**src/rtl/ps2mct_pkg.sv**
```systemverilog
// Shared types, constants and arithmetic helpers for the PS/2 mouse cursor tracker.
package ps2mct_pkg;

  localparam int COORD_WIDTH = 8;
  localparam int SUM_W = ((COORD_WIDTH > 8) ? COORD_WIDTH : 8) + 2;

  localparam logic [7:0] MAX_COLUMN_RESET = 8'd79;
  localparam logic [7:0] MAX_ROW_RESET    = 8'd24;

  localparam logic REG_MAX_COLUMN = 1'b0;
  localparam logic REG_MAX_ROW    = 1'b1;

  localparam int FLAG_X_SIGN = 4;
  localparam int FLAG_Y_SIGN = 5;

  typedef enum logic [1:0] {
    OP_SKIP,
    OP_STORE,
    OP_MOVE
  } op_t;

  typedef struct packed {
    op_t               op;
    logic signed [7:0] dx;
    logic signed [7:0] dy;
  } cmd_t;

  // 9-bit signed movement halved, rounding toward zero
  function automatic logic signed [7:0] half_move(input logic [7:0] low, input logic neg);
    logic signed [9:0] t;
    t = $signed({neg, neg, low}) + $signed({9'd0, neg});
    return t[8:1];
  endfunction

  // add a signed step to a position and clamp to 0..min(limit, coord max)
  function automatic logic [COORD_WIDTH-1:0] clamp_axis(
    input logic [COORD_WIDTH-1:0] pos,
    input logic signed [7:0]      step,
    input logic [7:0]             limit
  );
    logic signed [SUM_W-1:0] v;
    logic signed [SUM_W-1:0] top;
    logic signed [SUM_W-1:0] cmax;
    logic signed [SUM_W-1:0] lim;
    cmax = $signed({{(SUM_W-COORD_WIDTH){1'b0}}, {COORD_WIDTH{1'b1}}});
    lim  = $signed({{(SUM_W-8){1'b0}}, limit});
    top  = (lim > cmax) ? cmax : lim;
    v = $signed({{(SUM_W-COORD_WIDTH){1'b0}}, pos})
      + $signed({{(SUM_W-8){step[7]}}, step});
    if (v < 0) begin
      v = '0;
    end
    if (v > top) begin
      v = top;
    end
    return v[COORD_WIDTH-1:0];
  endfunction

endpackage

```
**src/rtl/ps2mct_if.sv**
```systemverilog
// Handshake channel interfaces for controller events and cursor results.
interface ps2mct_in_if;
  logic       valid;
  logic       ready;
  logic       data_ready;
  logic       from_aux;
  logic [7:0] data_byte;

  modport source (output valid, output data_ready, output from_aux, output data_byte,
                  input ready);
  modport sink   (input valid, input data_ready, input from_aux, input data_byte,
                  output ready);
endinterface

interface ps2mct_out_if;
  logic       valid;
  logic       ready;
  logic       byte_taken;
  logic       packet_done;
  logic [7:0] cursor_column;
  logic [7:0] cursor_row;

  modport source (output valid, output byte_taken, output packet_done,
                  output cursor_column, output cursor_row, input ready);
  modport sink   (input valid, input byte_taken, input packet_done,
                  input cursor_column, input cursor_row, output ready);
endinterface

```
**src/rtl/ps2_mouse_cursor_tracker_top.sv**
```systemverilog
// Top level of the PS/2 mouse cursor tracker: config registers and front/queue/back.
//
// Channels: in_ch (sink) carries one controller event per beat: data_ready,
// from_aux and data_byte. out_ch (source) returns exactly one result beat per
// input beat, in order: byte_taken, packet_done and the cursor position after
// that event. A byte counts only when data_ready and from_aux are both set;
// three counted bytes (flags, X, Y) form a packet that moves the cursor.
// Movement is halved toward zero, X added to the column, Y subtracted from
// the row, each axis clamped to 0..max.
// Config: cfg_we/cfg_index/cfg_data write max_column (index 0) or max_row
// (index 1); write only while no result is outstanding.
// Path: an input beat is written into the queue, and the result register loads
// from the queue when the result register is empty or its result is being taken.
// Throughput: one beat per cycle, back to back, while out_ch is ready. In
// steady flow one queue slot is in use; a stall on out_ch fills the other
// slot, so the queue is full and in_ch.ready drops until results drain.
// Reset (rst, synchronous): cursor at 0,0, packet assembly at the flags byte,
// queue and output empty, max_column 79, max_row 24.
module ps2_mouse_cursor_tracker_top (
  input  logic        clk,
  input  logic        rst,
  ps2mct_in_if.sink   in_ch,
  ps2mct_out_if.source out_ch,
  input  logic        cfg_we,
  input  logic        cfg_index,
  input  logic [7:0]  cfg_data
);

  logic             push;
  logic             full;
  logic             not_empty;
  logic             pop;
  ps2mct_pkg::cmd_t front_cmd;
  ps2mct_pkg::cmd_t back_cmd;
  logic [7:0]       max_column;
  logic [7:0]       max_row;

  // clamp limits
  always_ff @(posedge clk) begin
    if (rst) begin
      max_column <= ps2mct_pkg::MAX_COLUMN_RESET;
      max_row    <= ps2mct_pkg::MAX_ROW_RESET;
    end else if (cfg_we) begin
      unique case (cfg_index)
        ps2mct_pkg::REG_MAX_COLUMN: max_column <= cfg_data;
        ps2mct_pkg::REG_MAX_ROW:    max_row    <= cfg_data;
      endcase
    end
  end

  ps2mct_front u_front (
    .clk   (clk),
    .rst   (rst),
    .in_ch (in_ch),
    .full  (full),
    .push  (push),
    .cmd   (front_cmd)
  );

  ps2mct_queue u_queue (
    .clk       (clk),
    .rst       (rst),
    .push      (push),
    .push_cmd  (front_cmd),
    .full      (full),
    .not_empty (not_empty),
    .pop       (pop),
    .pop_cmd   (back_cmd)
  );

  ps2mct_back u_back (
    .clk        (clk),
    .rst        (rst),
    .not_empty  (not_empty),
    .cmd        (back_cmd),
    .pop        (pop),
    .max_column (max_column),
    .max_row    (max_row),
    .out_ch     (out_ch)
  );

endmodule

```
**src/rtl/ps2mct_front.sv**
```systemverilog
// Front end: filters controller bytes and assembles three-byte packets into commands.
module ps2mct_front (
  input  logic                clk,
  input  logic                rst,
  ps2mct_in_if.sink           in_ch,
  input  logic                full,
  output logic                push,
  output ps2mct_pkg::cmd_t    cmd
);

  typedef enum logic [1:0] {
    POS_FLAGS,
    POS_DX,
    POS_DY
  } pos_t;

  pos_t       byte_position;
  pos_t       byte_position_next;
  logic [7:0] flags_byte;
  logic [7:0] dx_byte;
  logic       take;

  assign in_ch.ready = !full;
  assign push = in_ch.valid && !full;
  assign take = in_ch.data_ready && in_ch.from_aux;

  always_comb begin
    cmd.op = ps2mct_pkg::OP_SKIP;
    cmd.dx = ps2mct_pkg::half_move(dx_byte, flags_byte[ps2mct_pkg::FLAG_X_SIGN]);
    cmd.dy = ps2mct_pkg::half_move(in_ch.data_byte, flags_byte[ps2mct_pkg::FLAG_Y_SIGN]);
    byte_position_next = byte_position;
    if (take) begin
      case (byte_position)
        POS_DX: begin
          cmd.op = ps2mct_pkg::OP_STORE;
          byte_position_next = POS_DY;
        end
        POS_DY: begin
          cmd.op = ps2mct_pkg::OP_MOVE;
          byte_position_next = POS_FLAGS;
        end
        default: begin
          cmd.op = ps2mct_pkg::OP_STORE;
          byte_position_next = POS_DX;
        end
      endcase
    end
  end

  always_ff @(posedge clk) begin
    if (rst) begin
      byte_position <= POS_FLAGS;
    end else if (push) begin
      byte_position <= byte_position_next;
    end
  end

  // packet bytes: written before being read within a packet
  always_ff @(posedge clk) begin
    if (push && take) begin
      if (byte_position == POS_DX) begin
        dx_byte <= in_ch.data_byte;
      end else if (byte_position != POS_DY) begin
        flags_byte <= in_ch.data_byte;
      end
    end
  end

endmodule

```
**src/rtl/ps2mct_queue.sv**
```systemverilog
// Two-entry command queue between front and back ends.
module ps2mct_queue (
  input  logic             clk,
  input  logic             rst,
  input  logic             push,
  input  ps2mct_pkg::cmd_t push_cmd,
  output logic             full,
  output logic             not_empty,
  input  logic             pop,
  output ps2mct_pkg::cmd_t pop_cmd
);

  ps2mct_pkg::cmd_t mem [2];
  logic             wr_ptr;
  logic             rd_ptr;
  logic [1:0]       count;

  assign full      = (count == 2'd2);
  assign not_empty = (count != 2'd0);
  assign pop_cmd   = mem[rd_ptr];

  always_ff @(posedge clk) begin
    if (push) begin
      mem[wr_ptr] <= push_cmd;
    end
  end

  always_ff @(posedge clk) begin
    if (rst) begin
      wr_ptr <= 1'b0;
      rd_ptr <= 1'b0;
      count  <= 2'd0;
    end else begin
      if (push) begin
        wr_ptr <= !wr_ptr;
      end
      if (pop) begin
        rd_ptr <= !rd_ptr;
      end
      count <= count + {1'b0, push} - {1'b0, pop};
    end
  end

endmodule

```
**src/rtl/ps2mct_back.sv**
```systemverilog
// Back end: applies packet movement to the cursor and holds the result register.
module ps2mct_back (
  input  logic             clk,
  input  logic             rst,
  input  logic             not_empty,
  input  ps2mct_pkg::cmd_t cmd,
  output logic             pop,
  input  logic [7:0]       max_column,
  input  logic [7:0]       max_row,
  ps2mct_out_if.source     out_ch
);

  logic [ps2mct_pkg::COORD_WIDTH-1:0] column_position;
  logic [ps2mct_pkg::COORD_WIDTH-1:0] row_position;
  logic [ps2mct_pkg::COORD_WIDTH-1:0] column_next;
  logic [ps2mct_pkg::COORD_WIDTH-1:0] row_next;
  logic                               is_move;
  logic signed [7:0]                  neg_dy;

  assign pop     = not_empty && (!out_ch.valid || out_ch.ready);
  assign is_move = (cmd.op == ps2mct_pkg::OP_MOVE);
  // dy is -128..127 after halving, so its negation fits in 8 bits except -128
  assign neg_dy  = -cmd.dy;

  always_comb begin
    column_next = column_position;
    row_next    = row_position;
    if (is_move) begin
      column_next = ps2mct_pkg::clamp_axis(column_position, cmd.dx, max_column);
      if (cmd.dy == -8'sd128) begin
        // subtracting -128 adds 128, outside the signed step range:
        // add 127 first, then 1 more with the real clamp limit
        row_next = ps2mct_pkg::clamp_axis(
          ps2mct_pkg::clamp_axis(row_position, 8'sd127, 8'hFF), 8'sd1, max_row);
      end else begin
        row_next = ps2mct_pkg::clamp_axis(row_position, neg_dy, max_row);
      end
    end
  end

  always_ff @(posedge clk) begin
    if (rst) begin
      out_ch.valid    <= 1'b0;
      column_position <= '0;
      row_position    <= '0;
    end else begin
      if (pop) begin
        out_ch.valid    <= 1'b1;
        column_position <= column_next;
        row_position    <= row_next;
      end else if (out_ch.ready) begin
        out_ch.valid <= 1'b0;
      end
    end
  end

  always_ff @(posedge clk) begin
    if (pop) begin
      out_ch.byte_taken    <= (cmd.op != ps2mct_pkg::OP_SKIP);
      out_ch.packet_done   <= is_move;
      out_ch.cursor_column <= 8'(column_next);
      out_ch.cursor_row    <= 8'(row_next);
    end
  end

endmodule
```
**src/flat_wrapper.sv**
```systemverilog
// flat-port wrapper written by rule: the top's interface ports become plain ports
module ps2_mouse_cursor_tracker_top_flat 
  (clk, rst, cfg_we, cfg_index, cfg_data, in_ch_valid, in_ch_data_ready, in_ch_from_aux, in_ch_data_byte, in_ch_ready, out_ch_valid, out_ch_byte_taken, out_ch_packet_done, out_ch_cursor_column, out_ch_cursor_row, out_ch_ready);
  ps2mct_in_if in_ch_i ();
  ps2mct_out_if out_ch_i ();
  input  logic clk;
  input  logic rst;
  input  logic cfg_we;
  input  logic cfg_index;
  input  logic [7:0] cfg_data;
  input wire logic [$bits(in_ch_i.valid)-1:0] in_ch_valid;
  input wire logic [$bits(in_ch_i.data_ready)-1:0] in_ch_data_ready;
  input wire logic [$bits(in_ch_i.from_aux)-1:0] in_ch_from_aux;
  input wire logic [$bits(in_ch_i.data_byte)-1:0] in_ch_data_byte;
  output wire logic [$bits(in_ch_i.ready)-1:0] in_ch_ready;
  output wire logic [$bits(out_ch_i.valid)-1:0] out_ch_valid;
  output wire logic [$bits(out_ch_i.byte_taken)-1:0] out_ch_byte_taken;
  output wire logic [$bits(out_ch_i.packet_done)-1:0] out_ch_packet_done;
  output wire logic [$bits(out_ch_i.cursor_column)-1:0] out_ch_cursor_column;
  output wire logic [$bits(out_ch_i.cursor_row)-1:0] out_ch_cursor_row;
  input wire logic [$bits(out_ch_i.ready)-1:0] out_ch_ready;
  assign in_ch_i.valid = in_ch_valid;
  assign in_ch_i.data_ready = in_ch_data_ready;
  assign in_ch_i.from_aux = in_ch_from_aux;
  assign in_ch_i.data_byte = in_ch_data_byte;
  assign in_ch_ready = in_ch_i.ready;
  assign out_ch_valid = out_ch_i.valid;
  assign out_ch_byte_taken = out_ch_i.byte_taken;
  assign out_ch_packet_done = out_ch_i.packet_done;
  assign out_ch_cursor_column = out_ch_i.cursor_column;
  assign out_ch_cursor_row = out_ch_i.cursor_row;
  assign out_ch_i.ready = out_ch_ready;
  ps2_mouse_cursor_tracker_top u_core (.clk(clk), .rst(rst), .in_ch(in_ch_i), .out_ch(out_ch_i), .cfg_we(cfg_we), .cfg_index(cfg_index), .cfg_data(cfg_data));
endmodule
```
**config.mk**
```make
export PLATFORM = sky130hd
export DESIGN_NAME = ps2_mouse_cursor_tracker_top_flat
export DESIGN_NICKNAME = d
export VERILOG_FILES = /design/src/rtl/ps2mct_pkg.sv /design/src/rtl/ps2mct_if.sv /design/src/rtl/ps2_mouse_cursor_tracker_top.sv /design/src/rtl/ps2mct_front.sv /design/src/rtl/ps2mct_queue.sv /design/src/rtl/ps2mct_back.sv /design/src/flat_wrapper.sv
export SDC_FILE = /design/constraint.sdc
export NUM_CORES = 1
export LEC_CHECK = 0
export BUFFER_PORTS_ARGS = -buffer_cell sky130_fd_sc_hd__buf_2
export CAP_MARGIN = 10
export CORE_MARGIN = 2
export CORE_UTILIZATION = 58
export CTS_BUF_LIST = sky130_fd_sc_hd__clkbuf_4
export DETAILED_ROUTE_END_ITERATION = 6
export GPL_TIMING_DRIVEN = 0
export PLACE_DENSITY = 0.8
export SETUP_SLACK_MARGIN = 0.5
export SLEW_MARGIN = 10
export SYNTH_ARGS = -nofsm -noshare
export SYNTH_HDL_FRONTEND = slang
export SYNTH_SLANG_ARGS = --single-unit
```
**constraint.sdc**
```tcl
create_clock -name clk -period 7.5 [get_ports clk]
set_clock_uncertainty 0.15 [all_clocks]
set_input_delay 0.375 -clock clk [delete_from_list [all_inputs] [get_ports clk]]
set_output_delay 0.375 -clock clk [all_outputs]
set_load 0.02 [all_outputs]
```
==> results.sh <==
export IMPL_yosysWarnings=0
export IMPL_worst_setup_path_type="flip-flop to flip-flop"
export IMPL_grt_pass1_wl_microns=24000
export IMPL_ys_flop_type="edfxtp_1"
export IMPL_slew_violations=0
export IMPL_start_util=0.590
export IMPL_p_sw_frac=0.456
export IMPL_p_switching_mw=1.24
export IMPL_relSlewSlack=0.330
export IMPL_ys_ff_latch=104
export IMPL_crit_path_cell_trace="buf_4 > clkbuf_1 > buf_1 > mux2i_1 > ha_1 > o221ai_1 > xor2_1 > ha_1 > or2_2 > a21oi_1 > a21oi_1 > o21ai_0 > nand2_1 > nor3_1 > ha_1 > and4_1 > and3_1 > a211oi_1 > or3_1 > o21ai_4 > or2_1 > a41o_1"
export IMPL_pwr_share_clk=0.094
export IMPL_cts_sinks=104
export IMPL_cp_required_ns=7.57
export IMPL_finalSetupViolCount=0
export IMPL_area_growth_pct=9.50
export IMPL_fin_crit_sh=0.853
export IMPL_combPwrFrac=0.611
export IMPL_rsz0062_at_grt="no"
export IMPL_grt_use_total=0.262
export IMPL_synthArstFlopShare=0
export IMPL_end_kind="flip-flop"
export IMPL_dieHeight_microns=109
export IMPL_synthXorXnorAreaFrac=0.0553
export IMPL_worst_pin_slew_ns=1.01
export IMPL_place_area_sq_um=6720
export IMPL_syn_nets=719
export IMPL_drive_above_1_share=0.117
export IMPL_coreArea_sq_um=10700
export IMPL_overflow=0
export IMPL_cts_buffer_depth=2
export IMPL_syn_area_per_cell_sq_um=9.87
export IMPL_die_w_microns=109
export IMPL_status="finished, final reports clean"
export IMPL_critPathMaxFanout=10
export IMPL_synth_compound_area_share=0.158
export IMPL_place_congestion=0.915
export IMPL_place_port_buffers=42
export IMPL_synthesis_area_sq_um=6340
export IMPL_numCtsBuffers=9
export IMPL_power_leakage_nw=2.79
export IMPL_final_area_sq_um=6940
export IMPL_synthCells=642
export IMPL_synth_top_family_by_area="simple AND/OR/NAND/NOR gates"
export IMPL_hp_class="primary input to flip-flop"
export IMPL_cp_slowest_cell="buf_1"
export IMPL_clock_latency_ns=0.45
export IMPL_wl_per_cell_microns=17.0
export IMPL_htree_levels=3
export IMPL_dp_hpwl_microns=11400
export IMPL_internal_power_mw=1.48
export IMPL_synth_fa_ha_area_frac=0.107
export IMPL_synth_edf_count=64
export IMPL_synthSimpleGateAreaFrac=0.175
export IMPL_cap_violations=0
export IMPL_vias=5073
export IMPL_antennaDiodeCount=0
export IMPL_row_count=38
export IMPL_dr_pass1_iters=5
export IMPL_finalHoldViolCount=0
export IMPL_drtAntennaViolNets=0
export IMPL_drc=0
export IMPL_critPathTopFamily="simple AND/OR/NAND/NOR gates"
export IMPL_cts_tree="built"
export IMPL_synth_top_area_share=0.303
export IMPL_fin_setup_tns_ns=0
export IMPL_antenna_found_initial=0
export IMPL_path_common_cell="ha_1"
export IMPL_utilization=0.646
export IMPL_synthMuxAreaShare=0.0413
export IMPL_clk_root_buffer_cell="clkbuf_4"
export IMPL_die_area_sq_um=11800
export IMPL_clkTransAtPathRegs_ns=0.16
export IMPL_fmax_ghz=0.156
export IMPL_drt_iter0_markers=299
export IMPL_yosysSeqAreaShare=0.430
export IMPL_peakVddDrop_mv=0.222
export IMPL_synth_area_leaders="edfxtp_1, dfxtp_1, ha_1, nor2_1, a21oi_1"
export IMPL_p_total_mw=2.72
export IMPL_grt_max_degree=23
export IMPL_synth_largest_area_cell="edfxtp_1"
export IMPL_grt_pass1_vias=4915
export IMPL_io_pins=44
export IMPL_final_nets=782
export IMPL_p_per_area_nw_per_um2=392
export IMPL_wirelength_microns=14500
export IMPL_avgViaCountPerCell=5.97
export IMPL_synth_cell_types=65
export IMPL_min_period_ns=6.40
export IMPL_seqPwrFrac=0.295
export IMPL_slowest_delay_ns=0.49
export IMPL_cts_setup_buffers=0
export IMPL_path_buf_inv=3
export IMPL_crit_arrival_ns=6.47
export IMPL_ff2ff_setup_slack_ns=1.10
export IMPL_cp_start_kind="flip-flop"
## worst paths after layout
kind	start	endpoint	depth (start not counted)
min	cfg_data[5]	u_core.max_column[5]	3
min reg2reg	u_core.max_row[6]	u_core.max_row[6]	2
max reg2reg	flip-flop	u_core.u_back.out_ch.cursor_row[0]	22
max	flip-flop	u_core.u_back.out_ch.cursor_row[0]	22
## worst min-delay path, cell delays in order
cell     delay [ns]
buf_2          0.10
a21oi_1        0.05
nor2_1         0.07
## cells in the mapped netlist (all sizes together), types with 3 or more instances
cell	n
a211o	5
a211oi	14
a21o	9
a21oi	42
a22oi	3
and2	5
and3	9
clkbuf	20
dfxtp	40
edfxtp	64
ha	51
inv	34
mux2	9
mux2i	16
nand2	46
nand2b	4
nand3	17
nand3b	4
nor2	75
nor2b	13
nor3	19
nor3b	6
nor4	4
o21a	9
o21ai	18
o22ai	7
o311ai	3
o31ai	3
o32a	3
o32ai	4
or2	5
or3	6
or4	4
or4b	3
xnor2	21
xor2	19
## area by class of cell
| type | count | area, sq um |
|---|---|---|
| fillers | 902 | 3810 |
| clock inverters | 7 | 46.3 |
| repair buffers | 52 | 310 |
| plain buffers | 22 | 86.3 |
| inverters | 34 | 128 |
| well taps | 140 | 175 |
| multi-input cells | 482 | 3400 |
| flip-flops and latches | 104 | 2720 |
| clock buffers | 9 | 67.6 |
## logic make-up (layout without fill, tap and decap cells)
group                    count (synthesis)  count (layout)
flip-flops                             104             104
XOR/XNOR                                40              40
adder cells (fa/ha/maj)                 53              53
AND/OR/NAND/NOR                        225             225
AO/OA/AOI/OAI                          139             139
buffers and inverters                   56             124
multiplexers                            25              25
## placed cells by master, fill, tap and decap left out, drive strengths merged, types with 18 or more instances in the layout
| cell | synthesis | routed |
|---|---|---|
| ha | 51 | 51 |
| a21oi | 42 | 42 |
| nand2 | 46 | 46 |
| clkbuf | 20 | 29 |
| inv | 34 | 36 |
| o21ai | 18 | 18 |
| xor2 | 19 | 19 |
| xnor2 | 21 | 21 |
| buf | 2 | 44 |
| dfxtp | 40 | 40 |
| edfxtp | 64 | 64 |
| nor3 | 19 | 19 |
| nor2 | 75 | 75 |
## sequential cells by signal, summed over array words and instances (netlist names), 8 cells and up, named ones only
signal,count
u_core.max_column,8
u_core.max_row,8
u_core.u_back.column_position,8
u_core.u_back.out_ch.cursor_column,8
u_core.u_back.out_ch.cursor_row,8
u_core.u_back.row_position,8
u_core.u_front.dx_byte,8
u_core.u_queue.mem,36
## stage by stage
stage	hold WS, ns	setup WS, ns	std cells
after floorplan	0.286	2.17	642
after global placement	0.302	1.40	824
after detailed placement	0.312	1.20	824
after CTS	0.000763	1.17	848
after global routing	0.00672	0.651	850
final	0.0129	1.10	850
## power by group through the flow
stage / clock [mW] / combinational (mW) / sequential [mW]
2_1_floorplan: 0 / 1.20 / 0.859
3_3_place_gp: 0 / 1.58 / 0.811
3_5_place_dp: 0 / 1.64 / 0.815
4_1_cts: 0.259 / 1.65 / 0.802
5_1_grt: 0.280 / 1.87 / 0.815
6_report: 0.255 / 1.66 / 0.802
## layer usage
metal,GRT usage,vias to the layer above,part of all wire
met1,0.339,2385,0.42
met5,0,-,0
li1,-,2480,-
met2,0.453,181,0.50
met4,0.0769,0,0.021
met3,0.0416,27,0.063
## timing repair
| item | in CTS | in global routing |
|---|---|---|
| hold endpoints to repair | 8 | 2 |
| hold buffers | 8 | 2 |
| gates resized for setup | 0 | 0 |
(Power assumes the default switching activity.)
